## config.mk

```make
export PLATFORM = sky130hd
export DESIGN_NAME = fountain_block_xor_fnv_sink
export DESIGN_NICKNAME = d
export VERILOG_FILES = /design/src/rtl/core/fbxf_pkg.sv /design/src/rtl/core/fountain_block_xor_fnv_sink.sv /design/src/rtl/core/fbxf_stream_pos.sv
export SDC_FILE = /design/constraint.sdc
export NUM_CORES = 2
export LEC_CHECK = 0
export BUFFER_PORTS_ARGS = -buffer_cell sky130_fd_sc_hd__clkbuf_2
export CAP_MARGIN = 15
export CELL_PAD_IN_SITES_DETAIL_PLACEMENT = 0
export CELL_PAD_IN_SITES_GLOBAL_PLACEMENT = 1
export CORE_UTILIZATION = 50
export DETAILED_ROUTE_END_ITERATION = 10
export PLACE_DENSITY_LB_ADDON = 0.12
export SYNTH_ARGS = -nofsm -noshare
export SYNTH_HDL_FRONTEND = slang
export SYNTH_SLANG_ARGS = --single-unit
```

## constraint.sdc

```tcl
create_clock -name i_clk -period 6.9 [get_ports i_clk]
set_input_delay 0 -clock i_clk [delete_from_list [all_inputs] [get_ports i_clk]]
set_output_delay 0 -clock i_clk [all_outputs]
set_load 0.01 [all_outputs]
```

## src/rtl/core/fbxf_pkg.sv

```systemverilog
// Package for the fountain block XOR / FNV sink.
// Holds the field widths, opcodes, FNV constants and parameter defaults.
// No dependencies.
package fbxf_pkg;

    localparam int OPCODE_W    = 2;
    localparam int OPERAND_W   = 9;
    localparam int BYTE_W      = 8;
    localparam int POS_W       = 32;
    localparam int HASH_W      = 32;
    localparam int S_TDATA_W   = 16;
    localparam int M_TDATA_W   = HASH_W + BYTE_W + POS_W;

    localparam int BLOCK_BYTES_DEF = 64;
    localparam int MAX_DEGREE_DEF  = 16;
    localparam int MAX_BLOCKS_DEF  = 512;

    localparam logic [HASH_W-1:0] FNV_BASIS = 32'h811C_9DC5;
    localparam logic [HASH_W-1:0] FNV_PRIME = 32'h0100_0193;

    typedef enum logic [OPCODE_W-1:0] {
        OP_START  = 2'd0,
        OP_APPEND = 2'd1,
        OP_DATA   = 2'd2,
        OP_READ   = 2'd3
    } t_opcode;

    typedef struct packed {
        logic clr;
        logic adv;
    } t_pos_ctrl;

endpackage

```

## src/rtl/core/fountain_block_xor_fnv_sink.sv

```systemverilog
// Top level of the fountain block XOR / FNV-1a sink.
// Start clears the accumulator in S_CLEAR; append and a hash-mode byte go to S_DONE; read
// passes S_RDWAIT; an XOR-mode byte passes S_SCAN; one item in flight at a time. The
// accumulator and selected-list memories each take one read per cycle. Reset is
// synchronous, active low; after reset a clearing pass over all BLOCK_BYTES accumulator
// entries runs before the first item is taken. Depends on fbxf_pkg and fbxf_stream_pos.
module fountain_block_xor_fnv_sink #(
    parameter int BLOCK_BYTES = fbxf_pkg::BLOCK_BYTES_DEF,
    parameter int MAX_DEGREE  = fbxf_pkg::MAX_DEGREE_DEF,
    parameter int MAX_BLOCKS  = fbxf_pkg::MAX_BLOCKS_DEF
) (
    input  logic                           i_clk,
    input  logic                           i_rst_n,
    input  logic                           i_cfg_wr_en,
    input  logic                           i_cfg_wr_data,    // sink_mode
    input  logic                           i_s_tvalid,
    output logic                           o_s_tready,
    input  logic [fbxf_pkg::S_TDATA_W-1:0] i_s_tdata,        // operand[8:0], zero pad
    input  logic [fbxf_pkg::OPCODE_W-1:0]  i_s_tuser,        // opcode[1:0]
    output logic                           o_m_tvalid,
    input  logic                           i_m_tready,
    output logic [fbxf_pkg::M_TDATA_W-1:0] o_m_tdata         // hash_value[31:0],
                                                             // block_byte[39:32],
                                                             // byte_position[71:40]
);
    import fbxf_pkg::*;

    localparam int ACC_AW  = (BLOCK_BYTES > 1) ? $clog2(BLOCK_BYTES) : 1;
    localparam int LIST_AW = (MAX_DEGREE > 1) ? $clog2(MAX_DEGREE) : 1;
    localparam int LEN_W   = $clog2(MAX_DEGREE + 1);
    localparam logic [ACC_AW-1:0] ACC_LAST = ACC_AW'(BLOCK_BYTES - 1);
    localparam logic [LEN_W-1:0]  LEN_MAX  = LEN_W'(MAX_DEGREE);

    typedef enum logic [4:0] {
        S_IDLE   = 5'b00001,
        S_SCAN   = 5'b00010,
        S_RDWAIT = 5'b00100,
        S_CLEAR  = 5'b01000,
        S_DONE   = 5'b10000
    } t_state;

    t_state                 r_state, n_state;
    logic                   r_mode;
    logic [HASH_W-1:0]      r_hash, n_hash;
    logic [LEN_W-1:0]       r_len, n_len;
    logic [LEN_W-1:0]       r_cursor, n_cursor;
    logic [OPERAND_W-1:0]   r_operand;
    logic [BYTE_W-1:0]      r_byte, n_byte;
    logic [ACC_AW-1:0]      r_clr_addr, n_clr_addr;
    logic                   r_boot, n_boot;
    logic                   r_out_valid;
    logic [M_TDATA_W-1:0]   r_out_data;

    logic [OPERAND_W-1:0]   list_mem [MAX_DEGREE];
    logic [OPERAND_W-1:0]   r_list_q;
    logic [BYTE_W-1:0]      acc_mem [BLOCK_BYTES];
    logic [BYTE_W-1:0]      r_acc_q;

    t_opcode                in_op;
    logic [OPERAND_W-1:0]   in_operand;
    logic                   in_accept;
    logic                   out_load;
    t_pos_ctrl              pos_ctrl;
    logic [POS_W-1:0]       pos;
    logic [ACC_AW-1:0]      off;
    logic [POS_W-1:0]       blk;
    logic                   list_we;
    logic [LIST_AW-1:0]     list_ra;
    logic                   acc_we;
    logic [ACC_AW-1:0]      acc_wa;
    logic [BYTE_W-1:0]      acc_wd;
    logic [ACC_AW-1:0]      acc_ra;
    logic                   cur_live;

    assign in_op      = t_opcode'(i_s_tuser);
    assign in_operand = i_s_tdata[OPERAND_W-1:0];
    assign o_s_tready = (r_state == S_IDLE);
    assign in_accept  = i_s_tvalid && o_s_tready;
    assign cur_live   = (r_cursor < r_len);
    assign list_ra    = n_cursor[LIST_AW-1:0];
    assign acc_ra     = ((r_state == S_IDLE) && (in_op == OP_READ)) ? ACC_AW'(in_operand) : off;

    fbxf_stream_pos #(
        .BLOCK_BYTES (BLOCK_BYTES),
        .ACC_AW      (ACC_AW)
    ) u_pos (
        .i_clk   (i_clk),
        .i_rst_n (i_rst_n),
        .i_ctrl  (pos_ctrl),
        .o_pos   (pos),
        .o_off   (off),
        .o_blk   (blk)
    );

    always_comb begin
        n_state    = r_state;
        n_hash     = r_hash;
        n_len      = r_len;
        n_cursor   = r_cursor;
        n_byte     = r_byte;
        n_clr_addr = r_clr_addr;
        n_boot     = r_boot;
        pos_ctrl   = '0;
        list_we    = 1'b0;
        acc_we     = 1'b0;
        acc_wa     = off;
        acc_wd     = r_acc_q ^ r_operand[BYTE_W-1:0];
        out_load   = 1'b0;
        unique case (r_state)
            S_IDLE: begin
                if (in_accept) begin
                    n_byte = '0;
                    unique case (in_op)
                        OP_START: begin
                            n_hash       = FNV_BASIS;
                            n_len        = '0;
                            n_cursor     = '0;
                            n_clr_addr   = '0;
                            n_boot       = 1'b0;
                            pos_ctrl.clr = 1'b1;
                            n_state      = S_CLEAR;
                        end
                        OP_APPEND: begin
                            if ((r_len < LEN_MAX) && (32'(in_operand) < 32'(MAX_BLOCKS))) begin
                                list_we = 1'b1;
                                n_len   = r_len + LEN_W'(1);
                            end
                            n_state = S_DONE;
                        end
                        OP_DATA: begin
                            if (!r_mode) begin
                                n_hash = (r_hash ^ HASH_W'(in_operand[BYTE_W-1:0])) * FNV_PRIME;
                                pos_ctrl.adv = 1'b1;
                                n_state      = S_DONE;
                            end else begin
                                n_state = S_SCAN;
                            end
                        end
                        OP_READ: begin
                            n_state = S_RDWAIT;
                        end
                        default: n_state = S_IDLE;
                    endcase
                end
            end
            S_SCAN: begin
                if (cur_live && (32'(r_list_q) < blk)) begin
                    n_cursor = r_cursor + LEN_W'(1);
                end else begin
                    acc_we       = cur_live && (32'(r_list_q) == blk);
                    pos_ctrl.adv = 1'b1;
                    n_state      = S_DONE;
                end
            end
            S_RDWAIT: begin
                n_byte  = (32'(r_operand) < 32'(BLOCK_BYTES)) ? r_acc_q : '0;
                n_state = S_DONE;
            end
            S_CLEAR: begin
                acc_we = 1'b1;
                acc_wa = r_clr_addr;
                acc_wd = '0;
                if (r_clr_addr == ACC_LAST) begin
                    n_boot  = 1'b0;
                    n_state = r_boot ? S_IDLE : S_DONE;
                end else begin
                    n_clr_addr = r_clr_addr + ACC_AW'(1);
                end
            end
            S_DONE: begin
                if (!r_out_valid || i_m_tready) begin
                    out_load = 1'b1;
                    n_state  = S_IDLE;
                end
            end
            default: n_state = S_IDLE;
        endcase
    end

    always_ff @(posedge i_clk) begin
        if (!i_rst_n) begin
            r_state     <= S_CLEAR;
            r_mode      <= 1'b0;
            r_hash      <= FNV_BASIS;
            r_len       <= '0;
            r_cursor    <= '0;
            r_clr_addr  <= '0;
            r_boot      <= 1'b1;
            r_out_valid <= 1'b0;
        end else begin
            r_state    <= n_state;
            r_hash     <= n_hash;
            r_len      <= n_len;
            r_cursor   <= n_cursor;
            r_clr_addr <= n_clr_addr;
            r_boot     <= n_boot;
            if (i_cfg_wr_en) begin
                r_mode <= i_cfg_wr_data;
            end
            if (out_load) begin
                r_out_valid <= 1'b1;
            end else if (i_m_tready) begin
                r_out_valid <= 1'b0;
            end
        end
    end

    always_ff @(posedge i_clk) begin
        r_byte <= n_byte;
        if (in_accept) begin
            r_operand <= in_operand;
        end
        if (out_load) begin
            r_out_data <= {pos, r_byte, r_hash};
        end
    end

    always_ff @(posedge i_clk) begin
        if (list_we) begin
            list_mem[r_len[LIST_AW-1:0]] <= in_operand;
        end
        r_list_q <= list_mem[list_ra];
    end

    always_ff @(posedge i_clk) begin
        if (acc_we) begin
            acc_mem[acc_wa] <= acc_wd;
        end
        r_acc_q <= acc_mem[acc_ra];
    end

    assign o_m_tvalid = r_out_valid;
    assign o_m_tdata  = r_out_data;

`ifndef SYNTHESIS
    a_len_bound: assert property (@(posedge i_clk) disable iff (!i_rst_n)
        r_len <= LEN_MAX)
        else $error("selected list length exceeds capacity");

    a_cursor_bound: assert property (@(posedge i_clk) disable iff (!i_rst_n)
        r_cursor <= r_len)
        else $error("list cursor passed the list length");

    a_acc_write_state: assert property (@(posedge i_clk) disable iff (!i_rst_n)
        acc_we |-> ((r_state == S_SCAN) || (r_state == S_CLEAR)))
        else $error("accumulator written outside scan or clear");

    a_start_clears: assert property (@(posedge i_clk) disable iff (!i_rst_n)
        (in_accept && (in_op == OP_START)) |=> ((r_state == S_CLEAR) && (pos == '0)))
        else $error("start item did not begin the clearing pass");
`endif

endmodule

```

## src/rtl/core/fbxf_stream_pos.sv

```systemverilog
// Stream position tracker: byte count, offset within a block and block number.
// Depends on fbxf_pkg.
module fbxf_stream_pos #(
    parameter int BLOCK_BYTES = fbxf_pkg::BLOCK_BYTES_DEF,
    parameter int ACC_AW      = 6
) (
    input  logic                       i_clk,
    input  logic                       i_rst_n,
    input  fbxf_pkg::t_pos_ctrl        i_ctrl,
    output logic [fbxf_pkg::POS_W-1:0] o_pos,
    output logic [ACC_AW-1:0]          o_off,
    output logic [fbxf_pkg::POS_W-1:0] o_blk
);
    import fbxf_pkg::*;

    localparam logic [ACC_AW-1:0] OFF_LAST = ACC_AW'(BLOCK_BYTES - 1);

    logic [POS_W-1:0]  r_pos;
    logic [ACC_AW-1:0] r_off;
    logic [POS_W-1:0]  r_blk;

    always_ff @(posedge i_clk) begin
        if (!i_rst_n || i_ctrl.clr) begin
            r_pos <= '0;
            r_off <= '0;
            r_blk <= '0;
        end else if (i_ctrl.adv) begin
            r_pos <= r_pos + POS_W'(1);
            if (r_pos == {POS_W{1'b1}}) begin
                r_off <= '0;
                r_blk <= '0;
            end else if (r_off == OFF_LAST) begin
                r_off <= '0;
                r_blk <= r_blk + POS_W'(1);
            end else begin
                r_off <= r_off + ACC_AW'(1);
            end
        end
    end

    assign o_pos = r_pos;
    assign o_off = r_off;
    assign o_blk = r_blk;

endmodule
```

* Word level (Yosys, flattened, before mapping)
Memory sizes are Yosys's and may differ from the RTL's. A register that Yosys moved wholly into a read port is not among the register bits.
Index checks and enable logic that the tools add are counted.
** Cells by class
- $lt $le $gt $ge :: 4
- Reductions and logical operators :: 24
- Bitwise gates (word level) :: 2
- Multiply operators :: 1
- Add/sub/neg operators :: 6
- Muxes and demuxes :: 55
- Eq/ne operators :: 21
** Operator list (number)
- $mux 32 :: 3
- $add 32x1->32 const B :: 2
- $pmux 32 s2 :: 1
- $mux 5 :: 10
- $mux 6 :: 7
- $eq 32x32->1 const B :: 1
- $eq 9x32->1 :: 1
- $lt 9x32->1 :: 1
- $mul 32x25->32 const B :: 1
- $xor 32x8->32 :: 1
- $pmux 5 s5 :: 1
- $mux 8 :: 3
- $reduce_and 4->1 :: 6
- $mux 1 :: 21
- $pmux 5 s2 :: 2
- $pmux 5 s4 :: 1
- $pmux 8 s2 :: 1
- $ne 2x2->1 const B :: 7
- $reduce_bool 2->1 :: 7
- $add 6x1->6 const B :: 2
- $eq 6x6->1 const B :: 2
- $pmux 6 s2 :: 1
- $add 5x1->5 const B :: 2
- $lt 9x7->1 const B :: 1
- 18 further kinds :: 28
** Storage, ports and cells
- Output and inout port bits :: 74
- RAM bits :: 656
- Register bits :: 215
- Memories :: 2
** Memories
- acc_mem :: depth 64, bits a word 8, rd ports 1, clocked after Yosys merged registers in 1, wr ports 1, line fountain_block_xor_fnv_sink.sv:56 : logic [BYTE_W-1:0] acc_mem [BLOCK_BYTES];
- list_mem :: depth 16, bits a word 9, rd ports 1, clocked after Yosys merged registers in 1, wr ports 1, line fountain_block_xor_fnv_sink.sv:54 : logic [OPERAND_W-1:0] list_mem [MAX_DEGREE];

* Depth between registers and ports, before layout
- Depth after elaboration :: 7
- Depth in mapped cells :: 22

* By module
From an unflattened synthesis, not the netlist that was laid out.
** Second synthesis, totals
- Cell total of the unflattened synthesis :: 3070
- Area total of the unflattened synthesis :: 41264.6 sq um
** Modules (own cells, without submodules)
- fountain_block_xor_fnv_sink :: area an instance 37649.9 sq um, sequential area each 23832.9 sq um, cells an instance 2631, times used 1
- fbxf_stream_pos :: area an instance 3614.7 sq um, sequential area each 1401.3 sq um, cells an instance 439, times used 1

* Worst setup path before layout
Ideal clock, no wire load.
- Path kind :: flip-flop to flip-flop
- Start :: register r_hash[7]
- End :: register r_hash[29]
- Stages on the path, launching flop included :: 22
- Arrival time :: 5.480 ns
- Setup slack :: 1.298 ns
- Clock period less this slack :: 5.602 ns
- Required time :: 6.778 ns
- Setup time :: 0.122 ns
- Buffers on the path :: 0
- Cell sequence :: dfxtp_1 > xor2_1 > ha_1 > ha_1 > fa_1 > ha_1 > fa_1 > ha_1 > inv_1 > fa_1 > inv_1 > ha_1 > nand2_1 > a2bb2oi_1 > nand2_1 > o21ai_0 > o21bai_1 > o221a_2 > or4_1 > a31oi_1 > xor2_1 > o21ai_0
** Between the ends
- Cells in the longest elaborated chain, start to end :: 4
** RTL lines
- start, declared :: line fountain_block_xor_fnv_sink.sv:44 : logic [HASH_W-1:0] r_hash, n_hash;
- start signal, assigned :: line fountain_block_xor_fnv_sink.sv:192 : r_hash <= n_hash;
- $xor 32x8->32 :: line fountain_block_xor_fnv_sink.sv:132 : n_hash = (r_hash ^ HASH_W'(in_operand[BYTE_W-1:0])) * FNV_PRIME;
- $mul 32x25->32 :: line fountain_block_xor_fnv_sink.sv:132
- $mux 32 :: line fountain_block_xor_fnv_sink.sv:131 : if (!r_mode) begin
- $pmux 32 s2 :: line fountain_block_xor_fnv_sink.sv:113 : unique case (in_op)
No other way between the ends. The select of a mux whose other input is x is not followed.
A chain may end at the register's enable or synchronous reset.

* Worst setup path in the final report
- Start :: register r_hash[5]
- End :: register r_hash[29]
The elaborated chain is that of the path after synthesis.

==> run metrics <==
post-place instance area 42300 um2; final setup vio count 0; CP arrival between 7000 and 8000 ps; Fin Hold WS between 400 and 500 ps; CTS Root Cell clkbuf_16; Met3 Wirelength between 4000 and 5000 um; Num CTS Buffers 94; H-tree depth 3; hold wc startpoint i_s_tdata[6]; cell taking the most area after synthesis edfxtp_1; largest family of logic cells by synthesized area multiplexers; Min-Delay Path Class in -> reg; vias per cell 5.65; clk sink count 888; post-synthesis cell type count 64; total wire length 91500 um; nets about 3200; Post-DP HPWL a little under 60000 um; Synth area leaders edfxtp_1, mux4_2, dfxtp_1, ha_1, mux2i_1; flops & latches, synth 888; P_leak 17.0 nW; status complete, no violations; wire length on met1 slightly above 40000 um; clk_skew 47.0 ps; Core ar. 79500 um2; Post-Synth Simple-Gate Area 0.0737; Worst-path clk slew roughly 60 ps; Worst-Margin Slew 1100 ps; worst-case reg-to-reg path depth 21; top_reg_cell synth edfxtp_1; Worst-Skew Late Latency about 670 ps; Slew headroom 0.267; Total GRT Usage 0.229; Max Slew Vio Count 0; Pre-antenna DRT Iters 7; area grow syn2layout 12.8%; Reg-to-Reg Start r_hash[5]$_SDFFE_PN0P_; worst vdd ir 0.283 mV; reg2reg end r_hash[29]$_SDFFE_PN0P_; Mapped Cells between 2000 and 3000; Power Density ~290 nW/um2; r2r setup slk approximately 400 ps; first-pass GRT wire length about 140000 um; Hold Path Sink list_mem[6][6]$_DFFE_PP_; Post-DRT Antenna Nets 0; Setup Crit Path Kind reg -> reg; Post-Syn Area 40500 um2; post-route DRC violation count 0; Compound-Gate Fraction of Synth Area 0.0347; post-synthesis mux area share 0.115; Max Cap Viol 0; Yosys top cell area share 0.553; Mean Syn Cell Area about 15 um2; Critical Path RT ~7400 ps; Final Util 0.574; Initial DRC Count 1529; DR top layer met4; Async SR Flop Fraction 0; Die Wd 286 um; Synth Net Count roughly 3000; TritonCTS clock tree done; Remaining Overflow, GRT 0; initial core utilization 0.509; Critical Path Start Type flip-flop; Finished Cell Area around 46000 um2; Top Ports slightly below 100; initial antenna violation count 2; minimum clock period ~6500 ps; final hold violations 0; Max clock buf depth 3; Synth warnings 0; DR WL/cell ~23 um; RSZ-0062 raised after global routing no; Row Count ~100; layout cells sized above 1 0.152; Port Buffers 90; crit share post-route 0.943; via count between 20000 and 25000; CP Max Fanout 6; Post-synth EDFFs about 750; CP endpoint kind flip-flop; Synth Area in Adders 0.101; vias in the first global route 23400; Total Neg Setup Slack 0 ps; placer congestion estimate 0.847; hold path depth 3; die area 82000 um2; Die Ht 286 um; post-synthesis sequential area ratio 0.624; largest net degree at the start of global routing 95; met2 wire len ~44000 um; Synth Area in XOR/XNOR 0.0245; Fmax achieved approximately 0.15 GHz
kinds of logic (layout without fill, tap and decap cells):
logic type,Yosys count,count (layout)
other,0,2
buffers and inverters,271,510
DFF,888,888
adders and majority gates,281,281
and+or+nand+nor,616,616
muxes,306,306
xor gates and xnor gates,113,113
AOI/OAI and AO/OA,211,211
per-stage QoR:
step,power [mW],worst slack (ps),instances
2_1_floorplan,7.62,1300,2686
3_3_place_gp,8.31,456,3782
3_5_place_dp,8.36,412,3782
4_1_cts,13.4,390,3974
5_1_grt,13.8,60.6,3975
6_report,13.3,395,3977
where the power goes:
| group | switching, mW | leakage (nW) | total (mW) | internal, mW |
|---|---|---|---|---|
| clock | 2.12 | 1.50 | 5.07 | 2.95 |
| sequential | 0.0531 | 7.94 | 6.36 | 6.31 |
| combinational | 1.34 | 7.53 | 1.89 | 0.546 |
registers in the layout (all words and copies together), names as in the netlist:
signal and cells:
u_pos.o_blk 32, o_m_tvalid 1, acc_mem 512, r_list_q 9, r_hash 32, r_len 5, u_pos.o_pos 32, r_boot 1
r_state 5, o_m_tdata 72, u_pos.o_off 6, r_acc_q 8, r_mode 1, r_operand 9, r_clr_addr 6, r_cursor 5
list_mem 144, r_byte 8
critical path, cell delays in order (launching register included):
cell       delay [ps]
dfxtp_1           400
xor2_1            580
ha_1              350
ha_1              300
fa_1              490
ha_1              220
fa_1              490
ha_1              290
inv_1              50
fa_1              540
inv_1              50
ha_1              380
a21oi_1           180
a2bb2oi_1         230
nand2_1            60
o21ai_0           390
o21bai_1          220
o221a_2           320
or4_1             400
a31oi_1           220
xor2_1            160
o21ai_0            80
worst max path at each step:
stage	slack, ps	cells past startpoint	start	end
6_report	400	21	r_hash[5]$_SDFFE_PN0P_	r_hash[29]$_SDFFE_PN0P_
5_1_grt	60	21	r_hash[5]$_SDFFE_PN0P_	r_hash[29]$_SDFFE_PN0P_
4_1_cts	390	21	r_hash[5]$_SDFFE_PN0P_	r_hash[29]$_SDFFE_PN0P_
3_5_place_dp	410	21	r_hash[5]$_SDFFE_PN0P_	r_hash[29]$_SDFFE_PN0P_
3_3_place_gp	460	21	r_hash[5]$_SDFFE_PN0P_	r_hash[29]$_SDFFE_PN0P_
2_1_floorplan	1300	21	r_hash[7]$_SDFFE_PN1P_	r_hash[29]$_SDFFE_PN0P_
placed cells by master, fill, tap and decap left out, types with 13 or more instances in the layout:
cell type      instances
nand3b_1              15
mux4_2               128
and3_1                21
nor3_1                29
clkinv_2              17
xor2_1                46
buf_4                 39
xnor2_1               67
dlygate4sd3_1         18
and2_1                35
mux2i_1              173
edfxtp_1             745
nand2_1              177
clkinv_1              16
clkbuf_2              90
nand3_1               42
clkbuf_1              13
nor2_1               178
fa_1                  74
a21oi_1               50
a32oi_1               34
inv_1                184
o21ai_0               49
clkbuf_16             94
ha_1                 207
nand4_1               13
dfxtp_1              143
or3_1                 17
nor2b_1               28
area by class of cell:
| class | count | area (um2) |
|---|---|---|
| Timing Repair Buffer | 151 | 1000 |
| Clock inverter | 61 | 634 |
| Multi-Input combinational cell | 1527 | 14300 |
| Clock buffer | 113 | 2480 |
| Fill cell | 6208 | 33900 |
| Antenna cell | 2 | 5.00 |
| Sequential cell | 888 | 25200 |
| Tap cell | 1050 | 1310 |
| Inverter | 185 | 694 |
Yosys cell counts (35+ instances only):
cell,instances
a21oi_1,50
dfxtp_1,143
fa_1,74
nand3_1,42
inv_1,184
mux2i_1,176
nor2_1,186
ha_1,207
o21ai_0,50
xor2_1,46
and2_1,35
mux4_2,128
xnor2_1,67
nand2_1,177
edfxtp_1,745
layer usage:
layer | up-vias | track usage
met1 | 11400 | 0.319
met2 | 524 | 0.373
li1 | 10400 | -
met4 | 0 | 0.0770
met3 | 157 | 0.0297
met5 | - | 0
timing repair:
item,4_1_cts,5_1_grt
gates resized for setup,0,0
setup buffers,0,0
hold endpoints to repair,192,0
hold buffers,18,0
Note: power is estimated with default switching activity, not from simulation.
